## config.mk

```make
export PLATFORM = sky130hd
export DESIGN_NAME = crc_checked_frame_parser
export DESIGN_NICKNAME = d
export VERILOG_FILES = /design/src/cfp_pkg.sv /design/src/crc_checked_frame_parser.sv /design/src/cfp_front.sv /design/src/cfp_fifo.sv /design/src/cfp_back.sv
export SDC_FILE = /design/constraint.sdc
export NUM_CORES = 2
export LEC_CHECK = 0
export BUFFER_PORTS_ARGS = -buffer_cell sky130_fd_sc_hd__buf_2
export CAP_MARGIN = 40
export CORE_ASPECT_RATIO = 1.4
export CORE_MARGIN = 3
export CORE_UTILIZATION = 40
export CTS_BUF_LIST = sky130_fd_sc_hd__clkbuf_4 sky130_fd_sc_hd__clkbuf_8 sky130_fd_sc_hd__clkbuf_16
export DETAILED_ROUTE_END_ITERATION = 8
export HOLD_SLACK_MARGIN = 0.05
export SYNTH_ARGS = -nofsm -noshare
export SYNTH_HDL_FRONTEND = slang
export SYNTH_SLANG_ARGS = --single-unit
```

## constraint.sdc

```tcl
create_clock -name clk -period 17.9 [get_ports clk]
set_input_delay 0.895 -clock clk [delete_from_list [all_inputs] [get_ports clk]]
set_output_delay 0.895 -clock clk [all_outputs]
set_load 0.02 [all_outputs]
```

## src/cfp_pkg.sv

```systemverilog
`timescale 1ns / 1ps
`default_nettype none

package cfp_pkg;

  // Result status codes
  localparam logic [1:0] ST_VERSION = 2'd0;
  localparam logic [1:0] ST_LENGTH  = 2'd1;
  localparam logic [1:0] ST_CRC     = 2'd2;
  localparam logic [1:0] ST_DATA    = 2'd3;

  // Configuration register indexes
  localparam logic [1:0] REG_START_ONE = 2'd0;
  localparam logic [1:0] REG_START_TWO = 2'd1;
  localparam logic [1:0] REG_VERSION   = 2'd2;
  localparam logic [1:0] REG_LIMIT     = 2'd3;

  // Frame layout
  localparam logic [6:0] HDR_BYTES    = 7'd7;  // version, four header bytes, length
  localparam logic [6:0] IDX_LEN_LOW  = 7'd5;
  localparam logic [6:0] IDX_LEN_HIGH = 7'd6;
  localparam logic [6:0] IDX_VERSION  = 7'd0;

  localparam logic [15:0] CRC_INIT = 16'hFFFF;
  localparam logic [15:0] CRC_POLY = 16'h1021;

  localparam int QUEUE_DEPTH = 2;

  typedef struct packed {
    logic [31:0] good;
    logic [31:0] crc;
    logic [31:0] length;
    logic [31:0] version;
    logic [31:0] discard;
  } counts_t;

  // One command from the front to the back: an error beat or a frame dump
  typedef struct packed {
    logic [1:0] kind;
    logic [6:0] body_len;
    counts_t    counts;
  } cmd_t;

  // CRC-16/CCITT-FALSE, one byte, MSB first
  function automatic logic [15:0] crc16_byte(input logic [15:0] crc_in,
                                             input logic [7:0]  data);
    logic [15:0] c;
    c = crc_in ^ {data, 8'h00};
    for (int k = 0; k < 8; k++) begin
      c = c[15] ? ({c[14:0], 1'b0} ^ CRC_POLY) : {c[14:0], 1'b0};
    end
    return c;
  endfunction

endpackage

`default_nettype wire

```

## src/crc_checked_frame_parser.sv

```systemverilog
`timescale 1ns / 1ps
`default_nettype none
// Error results reach m_tvalid via the command queue and the output register;
// a good frame's first body beat follows its last CRC byte via the queue,
// dump state and store read, then one beat per cycle while m_tready is high.
// Throughput: one byte per cycle; input stalls during a dump or full queue.
// Reset: rst clears control state, counters and config to their defaults.

module crc_checked_frame_parser
  import cfp_pkg::*;
#(
  parameter int MAX_PAYLOAD = 48,
  parameter int STORE_DEPTH = 64
) (
  input  wire logic         clk,
  input  wire logic         rst,
  // configuration writes
  input  wire logic         cfg_we,
  input  wire logic [1:0]   cfg_index,
  input  wire logic [7:0]   cfg_data,
  // received bytes
  input  wire logic         s_tvalid,
  output logic              s_tready,
  input  wire logic [7:0]   s_tdata,   // rx_byte
  // results
  output logic              m_tvalid,
  input  wire logic         m_tready,
  // frame_byte[7:0], discarded_count[39:8], version_error_count[71:40],
  // length_error_count[103:72], crc_error_count[135:104],
  // good_frame_count[167:136]
  output logic [167:0]      m_tdata,
  output logic [1:0]        m_tuser,   // status
  output logic              m_tlast    // last_flag
);

  localparam int AW = $clog2(STORE_DEPTH);

  // Front: hunt, header checks, CRC, body writes into the back's store.
  logic          st_we;
  logic [AW-1:0] st_addr;
  logic [7:0]    st_data;
  logic          q_push, q_full, q_valid, q_pop;
  cmd_t          q_cmd, q_head;
  logic          dump_done;

  cfp_front #(
    .MAX_PAYLOAD(MAX_PAYLOAD),
    .STORE_DEPTH(STORE_DEPTH)
  ) u_front (
    .clk       (clk),
    .rst       (rst),
    .cfg_we    (cfg_we),
    .cfg_index (cfg_index),
    .cfg_data  (cfg_data),
    .s_tvalid  (s_tvalid),
    .s_tready  (s_tready),
    .s_tdata   (s_tdata),
    .st_we     (st_we),
    .st_addr   (st_addr),
    .st_data   (st_data),
    .q_push    (q_push),
    .q_cmd     (q_cmd),
    .q_full    (q_full),
    .dump_done (dump_done)
  );

  // Short command queue: errors can wait here while the front keeps hunting.
  cfp_fifo u_fifo (
    .clk      (clk),
    .rst      (rst),
    .push     (q_push),
    .push_cmd (q_cmd),
    .full     (q_full),
    .valid    (q_valid),
    .head     (q_head),
    .pop      (q_pop)
  );

  // Back: emit error beats or dump the stored body, one beat per cycle while m_tready is high.
  cfp_back #(
    .STORE_DEPTH(STORE_DEPTH)
  ) u_back (
    .clk       (clk),
    .rst       (rst),
    .st_we     (st_we),
    .st_addr   (st_addr),
    .st_data   (st_data),
    .q_valid   (q_valid),
    .q_head    (q_head),
    .q_pop     (q_pop),
    .dump_done (dump_done),
    .m_tvalid  (m_tvalid),
    .m_tready  (m_tready),
    .m_tdata   (m_tdata),
    .m_tuser   (m_tuser),
    .m_tlast   (m_tlast)
  );

endmodule

`default_nettype wire

```

## src/cfp_front.sv

```systemverilog
`timescale 1ns / 1ps
`default_nettype none

module cfp_front
  import cfp_pkg::*;
#(
  parameter int MAX_PAYLOAD = 48,
  parameter int STORE_DEPTH = 64
) (
  input  wire logic                           clk,
  input  wire logic                           rst,
  input  wire logic                           cfg_we,
  input  wire logic [1:0]                     cfg_index,
  input  wire logic [7:0]                     cfg_data,
  input  wire logic                           s_tvalid,
  output logic                                s_tready,
  input  wire logic [7:0]                     s_tdata,
  output logic                                st_we,
  output logic [$clog2(STORE_DEPTH)-1:0]      st_addr,
  output logic [7:0]                          st_data,
  output logic                                q_push,
  output cmd_t                                q_cmd,
  input  wire logic                           q_full,
  input  wire logic                           dump_done
);

  localparam int AW      = $clog2(STORE_DEPTH);
  localparam int CAP_INT = (MAX_PAYLOAD < STORE_DEPTH - 7) ? MAX_PAYLOAD : STORE_DEPTH - 7;
  localparam logic [5:0] CAP = 6'(CAP_INT);

  logic [7:0]  start_one, start_two, version;
  logic [5:0]  plimit;
  logic [6:0]  pos, pos_next;
  logic        known, known_next;
  logic [6:0]  body_len, body_len_next;
  logic [15:0] crc, crc_next;
  logic [7:0]  crc_low, crc_low_next;
  logic [7:0]  len_low, len_low_next;
  counts_t     cnt, cnt_next;
  logic        hold, hold_next;

  logic        accept;
  logic [6:0]  idx;
  logic [15:0] len16;
  logic [5:0]  lim;

  assign s_tready = !hold && !q_full;
  assign accept   = s_tvalid && s_tready;
  assign idx      = pos - 7'd2;
  assign len16    = {s_tdata, len_low};
  assign lim      = (plimit > CAP) ? CAP : plimit;
  assign st_addr  = idx[AW-1:0];
  assign st_data  = s_tdata;

  always_comb begin
    pos_next      = pos;
    known_next    = known;
    body_len_next = body_len;
    crc_next      = crc;
    crc_low_next  = crc_low;
    len_low_next  = len_low;
    cnt_next      = cnt;
    hold_next     = hold && !dump_done;
    st_we         = 1'b0;
    q_push        = 1'b0;
    q_cmd         = '0;
    if (accept) begin
      if (pos == 7'd0) begin
        if (s_tdata == start_one) pos_next = 7'd1;
        else cnt_next.discard = cnt.discard + 32'd1;
      end else if (pos == 7'd1) begin
        if (s_tdata == start_two) begin
          pos_next = 7'd2;
        end else if (s_tdata != start_one) begin
          pos_next = 7'd0;
          cnt_next.discard = cnt.discard + 32'd1;
        end
      end else begin
        pos_next = pos + 7'd1;
        if (!known) begin
          if (idx == IDX_VERSION && s_tdata != version) begin
            cnt_next.version = cnt.version + 32'd1;
            q_push     = 1'b1;
            q_cmd.kind = ST_VERSION;
            pos_next   = 7'd0;
            crc_next   = CRC_INIT;
          end else begin
            st_we    = 1'b1;
            crc_next = crc16_byte(crc, s_tdata);
            if (idx == IDX_LEN_LOW) len_low_next = s_tdata;
            if (idx == IDX_LEN_HIGH) begin
              if (len16 > {10'd0, lim}) begin
                cnt_next.length = cnt.length + 32'd1;
                q_push     = 1'b1;
                q_cmd.kind = ST_LENGTH;
                pos_next   = 7'd0;
                crc_next   = CRC_INIT;
              end else begin
                known_next    = 1'b1;
                body_len_next = HDR_BYTES + {1'b0, len16[5:0]};
              end
            end
          end
        end else if (idx < body_len) begin
          st_we    = 1'b1;
          crc_next = crc16_byte(crc, s_tdata);
        end else if (idx == body_len) begin
          crc_low_next = s_tdata;
        end else begin
          // CRC high byte: check, then restart the hunt either way
          q_push       = 1'b1;
          pos_next     = 7'd0;
          known_next   = 1'b0;
          crc_next     = CRC_INIT;
          crc_low_next = 8'd0;
          if ({s_tdata, crc_low} != crc) begin
            cnt_next.crc = cnt.crc + 32'd1;
            q_cmd.kind   = ST_CRC;
          end else begin
            cnt_next.good  = cnt.good + 32'd1;
            q_cmd.kind     = ST_DATA;
            q_cmd.body_len = body_len;
            hold_next      = 1'b1;
          end
        end
      end
    end
    q_cmd.counts = cnt_next;
  end

  always_ff @(posedge clk) begin
    if (rst) begin
      start_one <= 8'd170;
      start_two <= 8'd85;
      version   <= 8'd1;
      plimit    <= 6'd48;
      pos       <= 7'd0;
      known     <= 1'b0;
      crc       <= CRC_INIT;
      crc_low   <= 8'd0;
      cnt       <= '0;
      hold      <= 1'b0;
    end else begin
      if (cfg_we) begin
        case (cfg_index)
          REG_START_ONE: start_one <= cfg_data;
          REG_START_TWO: start_two <= cfg_data;
          REG_VERSION:   version   <= cfg_data;
          REG_LIMIT:     plimit    <= cfg_data[5:0];
          default: ;
        endcase
      end
      pos     <= pos_next;
      known   <= known_next;
      crc     <= crc_next;
      crc_low <= crc_low_next;
      cnt     <= cnt_next;
      hold    <= hold_next;
    end
  end

  always_ff @(posedge clk) begin
    body_len <= body_len_next;
    len_low  <= len_low_next;
  end

endmodule

`default_nettype wire

```

## src/cfp_fifo.sv

```systemverilog
`timescale 1ns / 1ps
`default_nettype none

module cfp_fifo
  import cfp_pkg::*;
(
  input  wire logic clk,
  input  wire logic rst,
  input  wire logic push,
  input  wire cmd_t push_cmd,
  output logic      full,
  output logic      valid,
  output cmd_t      head,
  input  wire logic pop
);

  localparam int PW = $clog2(QUEUE_DEPTH);

  cmd_t              slots [QUEUE_DEPTH];
  logic [PW-1:0]     wr_ptr, rd_ptr;
  logic [PW:0]       count;

  assign full  = (count == (PW + 1)'(QUEUE_DEPTH));
  assign valid = (count != '0);
  assign head  = slots[rd_ptr];

  always_ff @(posedge clk) begin
    if (rst) begin
      wr_ptr <= '0;
      rd_ptr <= '0;
      count  <= '0;
    end else begin
      if (push && !full) wr_ptr <= wr_ptr + 1'b1;
      if (pop && valid) rd_ptr <= rd_ptr + 1'b1;
      count <= count + (PW + 1)'(push && !full) - (PW + 1)'(pop && valid);
    end
  end

  always_ff @(posedge clk) begin
    if (push && !full) slots[wr_ptr] <= push_cmd;
  end

endmodule

`default_nettype wire

```

## src/cfp_back.sv

```systemverilog
`timescale 1ns / 1ps
`default_nettype none

module cfp_back
  import cfp_pkg::*;
#(
  parameter int STORE_DEPTH = 64
) (
  input  wire logic                      clk,
  input  wire logic                      rst,
  input  wire logic                      st_we,
  input  wire logic [$clog2(STORE_DEPTH)-1:0] st_addr,
  input  wire logic [7:0]                st_data,
  input  wire logic                      q_valid,
  input  wire cmd_t                      q_head,
  output logic                           q_pop,
  output logic                           dump_done,
  output logic                           m_tvalid,
  input  wire logic                      m_tready,
  output logic [167:0]                   m_tdata,
  output logic [1:0]                     m_tuser,
  output logic                           m_tlast
);

  localparam int AW = $clog2(STORE_DEPTH);

  logic [7:0] body_mem [STORE_DEPTH];
  logic [7:0] rdata;
  logic       out_valid;
  logic [1:0] status;
  logic       last;
  counts_t    cur;
  logic       dumping;
  logic [6:0] idx, len;
  logic       advance, rd_en, last_issue;

  assign advance    = !out_valid || m_tready;
  assign rd_en      = advance && dumping;
  assign last_issue = (idx == len - 7'd1);
  assign dump_done  = rd_en && last_issue;
  assign q_pop      = advance && !dumping && q_valid;

  assign m_tvalid = out_valid;
  assign m_tuser  = status;
  assign m_tlast  = last;
  assign m_tdata  = {cur.good, cur.crc, cur.length, cur.version, cur.discard,
                     (status == ST_DATA) ? rdata : 8'd0};

  always_ff @(posedge clk) begin
    if (st_we) body_mem[st_addr] <= st_data;
    if (rd_en) rdata <= body_mem[idx[AW-1:0]];
  end

  always_ff @(posedge clk) begin
    if (rst) begin
      out_valid <= 1'b0;
      dumping   <= 1'b0;
    end else if (advance) begin
      if (dumping) begin
        out_valid <= 1'b1;
        if (last_issue) dumping <= 1'b0;
      end else if (q_valid) begin
        out_valid <= (q_head.kind != ST_DATA);
        dumping   <= (q_head.kind == ST_DATA);
      end else begin
        out_valid <= 1'b0;
      end
    end
  end

  always_ff @(posedge clk) begin
    if (advance) begin
      if (dumping) begin
        status <= ST_DATA;
        last   <= last_issue;
        idx    <= idx + 7'd1;
      end else if (q_valid) begin
        cur    <= q_head.counts;
        status <= q_head.kind;
        last   <= 1'b1;
        len    <= q_head.body_len;
        idx    <= 7'd0;
      end
    end
  end

endmodule

`default_nettype wire

```

## Word-level counts from Yosys, hierarchy flattened

Memories as Yosys holds them, arrays and structs flattened. A register that Yosys moved wholly into a read port is not among the register bits.
Cells that the tools add are included.

- Logic and storage cells: 220
- Bits in registers: 421
- Memory bits (writable): 850
- Memories kept: 2
- Output and inout bits: 173

Memory list:

| memory | words | bits a word | rd ports | clocked after memory_dff | write ports | line | text |
|---|---|---|---|---|---|---|---|
| u_back.body_mem | 64 | 8 | 1 | 1 | 1 | cfp_back.sv:27 | `logic [7:0] body_mem [STORE_DEPTH];` |
| u_fifo.slots | 2 | 169 | 1 | 1 | 1 | cfp_fifo.sv:19 | `cmd_t slots [QUEUE_DEPTH];` |

- Order comparisons: 3
- Reductions and logical operators: 33
- Muxes and demuxes: 102
- Add/sub/neg operators: 14
- Bitwise gates (word level): 16
- Eq/ne operators: 20

Operators by type and width:

| cell | number |
|---|---|
| 32-bit two-way mux | 11 |
| 128-bit two-way mux | 2 |
| 64-bit two-way mux | 4 |
| 32-bit by 1-bit adder with 32-bit output, second input constant | 5 |
| 160-bit two-way mux | 1 |
| 7-bit two-way mux | 15 |
| 13-bit two-way mux | 8 |
| 16-bit two-way mux | 6 |
| 9-bit two-way mux | 5 |
| 1-bit two-way mux | 43 |
| 3-bit NOT | 8 |
| 8-bit == test | 2 |
| 16-bit by 6-bit greater-than comparator with 1-bit output | 1 |
| 8-bit two-way mux | 2 |
| 16-bit inequality test | 1 |
| 8-bit inequality test | 2 |
| 16-bit XOR | 1 |
| 7-bit by 1-bit adder with 7-bit output, second input constant | 2 |
| 7-bit by 3-bit == test with 1-bit output, second input constant | 2 |
| 7-bit == test | 2 |
| 7-bit zero test | 2 |
| 2-bit == test, second input constant | 5 |
| 1-bit logical AND | 10 |
| 2-bit AND reduction | 5 |
| 25 further kinds | 43 |

## Depth between registers and ports, before layout

- Depth in word-level cells: 21
- Depth in mapped cells: 18
- Depth with buffers taken out: 15

## Modules after synthesis

Synthesis repeated with hierarchy kept, for this count alone.

- Cells, all modules: 3275
- Area total of the unflattened synthesis: 52049.9 um2

Modules (own cells, without submodules):

| module | sequential area each (um2) | cells each | area each (um2) | instances |
|---|---|---|---|---|
| cfp_back | 20970.1 | 1214 | 26118.8 | 1 |
| cfp_front | 4914.7 | 1508 | 13083.8 | 1 |
| cfp_fifo | 10249.8 | 553 | 12847.3 | 1 |

## Worst setup path after synthesis

No wires, ideal clock.

- Path type: register to register
- Start point: register u_front.pos[1]
- End point: memory u_fifo.slots[0][0] (netlist name), enable pin
- Clock period less this slack: 11.355 ns
- Arrival: 10.635 ns
- Setup time: 0.720 ns
- Slack: 6.545 ns
- Cell stages (with the launch flop): 15
- Required time: 17.180 ns
- Cells stage by stage: dfxtp_1 -> inv_1 -> ha_1 -> buf_1 -> nand2b_1 -> nor2_1 -> xor2_1 -> ha_1 -> nand4_1 -> nor2_1 -> nor4_4 -> nand2_1 -> clkbuf_1 -> o211ai_1 -> nor2b_1

- Cells in the longest elaborated chain, start to end: 11
- Elaborated cells on any way between the ends: 19
- Those cells by class: 1 x add/sub; 1 x order compare; 3 x eq/ne; 10 x mux; 4 x reduce/logical

Ends and longest elaborated chain:

| what | line | text |
|---|---|---|
| from (decl) | cfp_front.sv:33 | `logic [6:0] pos, pos_next;` |
| from (signal assigned) | cfp_front.sv:153 | `pos <= pos_next;` |
| parallel branches: the longest is 6 deep, another holds 7-bit by 2-bit subtractor with 7-bit output | -- |  |
| 1-bit two-way mux * | cfp_front.sv:68 | `if (pos == 7'd0) begin` |
| 1-bit two-way mux * | cfp_front.sv:67 | `if (accept) begin` |
| 1-bit logical AND * | cfp_fifo.sv:40 | `if (push && !full) slots[wr_ptr] <= push_cmd;` |
| 1-bit two-way mux * | cfp_fifo.sv:40 |  |
| 1-bit two-way mux (implied by the code) * | cfp_fifo.sv:40 |  |
| to (decl) | cfp_fifo.sv:19 |  |

Every way passes the cells marked *.

## Worst setup path in the final report

- Start point: register u_front.pos[1]
- End point: memory u_fifo.slots[1][100] (netlist name), enable pin

Same word-level chain as after synthesis.

==> results.md <==
- Status: finished clean
- Ratio of cells with drive above 1 in the final layout: 23.6%
- Deepest clock path buffer count: 3
- Cell Chain, Critical Path: inv_1 > ha_1 > nand2b_1 > nor2_1 > xor2_1 > ha_1 > nand4_1 > nor2_1 > nor4_4 > nand2_1 > o211ai_1 > and2_4 > buf_16 > buf_4
- Worst path slowest cell: buf_4
- Crit. End Element: flop
- Worst skew pair latency: 0.75 ns
- Clk slew on worst S/H paths: 0.07 ns
- Post_cts resized: 0
- Pin count of the biggest net entering global routing: 170
- Tightest Pin Transition: between 1 and 1.5 ns
- # DRC: 0
- Post-synth top flop: edfxtp_1
- Total number of vias: 27800
- Worst path top cell family by delay: simple AND/OR/NAND/NOR gates
- Hold_sp: cfg_data[6]
- Sink Count: 1280
- Net Count, Synth: 3301
- 1st-iter DRT viols: 1935
- Kind of critical path: flop to flop
- Core box area: 128000 sq um
- Synthesized flop and latch total: 1280
- Post-CTS Setup Inserts: 0
- # rows: about 160
- Slew headroom: 28.3%
- Fillers: 11100
- Period minus WS final: 5.83 ns
- Max rail drop VDD: 0.0954 mV
- Cells after Synth: ~3200
- Post-synth ARST share: 0%
- RSZ-0062 raised after global routing: false
- Total wire length: 115000 um
- Reg2reg end: u_fifo.slots[1][100]
- Setup_tns: 0 ns
- Final core utilization: 45.8%
- Post-Synthesis Cell Area: 51400 sq um
- Pwr dens: approximately 130 nW/um^2
- Chip height: 430 um
- Worst hold stages: 3
- Clk root buf: clkbuf_16
- Startpoint Class: flop
- Max incr delay on CP: between 0.6 and 0.7 ns
- # nets final: ~3500
- Most Crowded Layer GR: met2
- FF+latch area: 36100 sq um
- Setup slack, reg-to-reg: 12.07 ns
- Sequential-to-total area share from yosys stat: around 70%
- Drt pass-1 iters: 7
- Vias/cell: 5.33
- HPWL after DPL: roughly 75000 um
- Crit path DAT: between 6 and 7 ns
- R2R cell count: 14
- Met3 usage: between 3 and 4%
- Die width: 309 um
- RePlAce Congestion: 0.813
- Leakage power: 0.0200 uW
- Max Slew Vio Count: 0
- Area grow syn2layout: 13.8%
- CTS tree: built
- Yosys warning total: 0
- F_max: around 170 MHz
- Top Ports: 196
- Area of the multi-input gates: around 14000 sq um
- I/O Buffers: about 200
- DR WL/cell: about 22 um
- Number of max-cap violations: 0
- Die area: 133000 sq um
- Period utilisation layout: 32.6%
- Post-synthesis average cell area: 15.8 sq um
- EDFF count, synth: roughly 1100
- Antenna-violating nets left: 0
- Total CTS buffers: 119
- Worst hold slack: 0.425 ns
- Met2 Usage GRT: 30.7%
- Clock Skews: 0.0470 ns
- Initial core utilization: 40.3%
- Buffers & Inverters on Critical Path: 3
- Hold WC Path Type: input port to flop
- Crit-path max FO: 48
- Cell variety after synth: 74
- Setup violations, final: 0
- GR Layer Usage met1: between 20% and 30%
- Worst EP required: 18.26 ns
- Final Hold Fails: 0
- Global route overflow: 0
- Total power: about 8000 uW
- Antenna violations before repair: 18
- Reg2reg start: u_front.pos[1]
- Number of global-route vias before repair: roughly 28000
- CTS Hold Bufs: 0
- GR Util All Layers: 17.3%
- Worst Hold End: u_front.start_two[6]
- First-pass GRT wire length: 174000 um
- CTS H-tree lvls: 3
flip-flops by register name, indices dropped and copies added (netlist names), 8 cells and up, named ones only:
| signal | flops |
|---|---|
| u_back.rdata | 8 |
| u_front.start_two | 8 |
| u_back.m_tdata | 160 |
| u_fifo.slots | 338 |
| u_front.cnt | 160 |
| u_front.len_low | 8 |
| u_back.body_mem | 512 |
| u_front.crc_low | 8 |
| u_front.crc | 16 |
| u_front.start_one | 8 |
| u_front.version | 8 |
how the worst max path moves through the flow:
| stage | start | end | slack (ns) | cells after the start |
|---|---|---|---|---|
| final | u_front.pos[1] | u_fifo.slots[1][100] | 12.07 | 14 |
| after global placement | u_front.pos[1] | u_fifo.slots[1][117] | 11.70 | 13 |
| after CTS | u_front.pos[1] | u_fifo.slots[1][147] | 11.96 | 14 |
| after floorplan | u_front.pos[1] | u_fifo.slots[0][0] | 6.55 | 14 |
| after detailed placement | u_front.pos[1] | u_fifo.slots[1][143] | 11.99 | 14 |
| after global routing | u_front.pos[1] | u_fifo.slots[1][96] | 11.54 | 14 |
power by group:
part | internal [uW] | total [uW] | switching (uW) | leakage, uW
clock network | 1500 | 2620 | 1120 | 0.00202
registers | 3530 | 3680 | 150 | 0.0115
logic | 662 | 1590 | 932 | 0.00650
total | 5690 | 7890 | 2200 | 0.0200
stage by stage:
stage               instances  setup WS (ns)  cell area (sq um)
floorplan                3246           6.55              51400
finish                   5220          12.07              58500
global route             5211          11.54              58500
CTS                      5210          11.96              58500
global placement         4975          11.70              54200
detailed placement       4984          11.99              54400
cell type report:
cell class / instances / area share (%)
antenna: 10 / 0.0428
multi-input combinational: 1761 / 24.8
timing repair buffer: 247 / 2.59
inverter: 48 / 0.308
sequential: 1280 / 61.8
clock buffer: 143 / 5.46
tap: 1648 / 3.52
clock inverter: 83 / 1.54
Yosys cell counts, types with 58 or more instances:
master | instances | area [sq um]
a21oi_1 | 91 | 455
and2_1 | 77 | 482
clkbuf_1 | 112 | 420
dfxtp_1 | 230 | 4600
edfxtp_1 | 1050 | 31500
mux2_2 | 212 | 2390
mux4_2 | 152 | 3420
nand2_1 | 204 | 766
nand3_1 | 103 | 515
nand4_1 | 58 | 363
nor2_1 | 174 | 653
xnor2_1 | 94 | 823
xor2_1 | 89 | 780
worst reg2reg max path, delay by kind of cell, from the launching register on:
family / cells / cell delay [ns]
simple gates: 7 / 2.03
buf+inv: 3 / 1.14
fa+ha+maj: 2 / 0.85
xor+xnor: 1 / 0.59
compound gates: 1 / 0.42
flops: 1 / 0.40
kinds of logic (layout without fill, tap and decap cells):
family	count (synthesis)	after routing	share of synthesized area, %
other	0	10	0
AND/OR/NAND/NOR	895	895	9.04
flip-flops	1280	1280	70.3
XOR/XNOR	183	183	3.12
AO/OA/AOI/OAI	261	261	3.35
adder cells (fa/ha/maj)	32	32	0.779
multiplexers	390	390	11.8
buffers and inverters	205	521	1.57
metal layers:
layer  up-vias  routed length, um  share of wire [%]
li1      12900                  -                  -
met2       621              59700                 52
met3       128               5950                5.2
met4         6               2320                2.0
met5         -                 41              0.036
met1     14200              46500                 41
cells in the final DEF (no fill, tap or decap), types with 32 or more instances in the layout:
| master | instances |
|---|---|
| edfxtp_1 | 1050 |
| dfxtp_1 | 229 |
| mux2_2 | 212 |
| nand2_1 | 204 |
| buf_2 | 194 |
| nor2_1 | 173 |
| mux4_2 | 152 |
| clkbuf_16 | 120 |
| nand3_1 | 103 |
| xnor2_1 | 94 |
| a21oi_1 | 91 |
| xor2_1 | 89 |
| and2_1 | 76 |
| nand4_1 | 58 |
| nor2b_1 | 46 |
| inv_1 | 45 |
| buf_4 | 43 |
| nor4_1 | 41 |
| o21ai_0 | 37 |
| and3_1 | 37 |
| ha_1 | 32 |
Power figures use the tool's default switching activity.
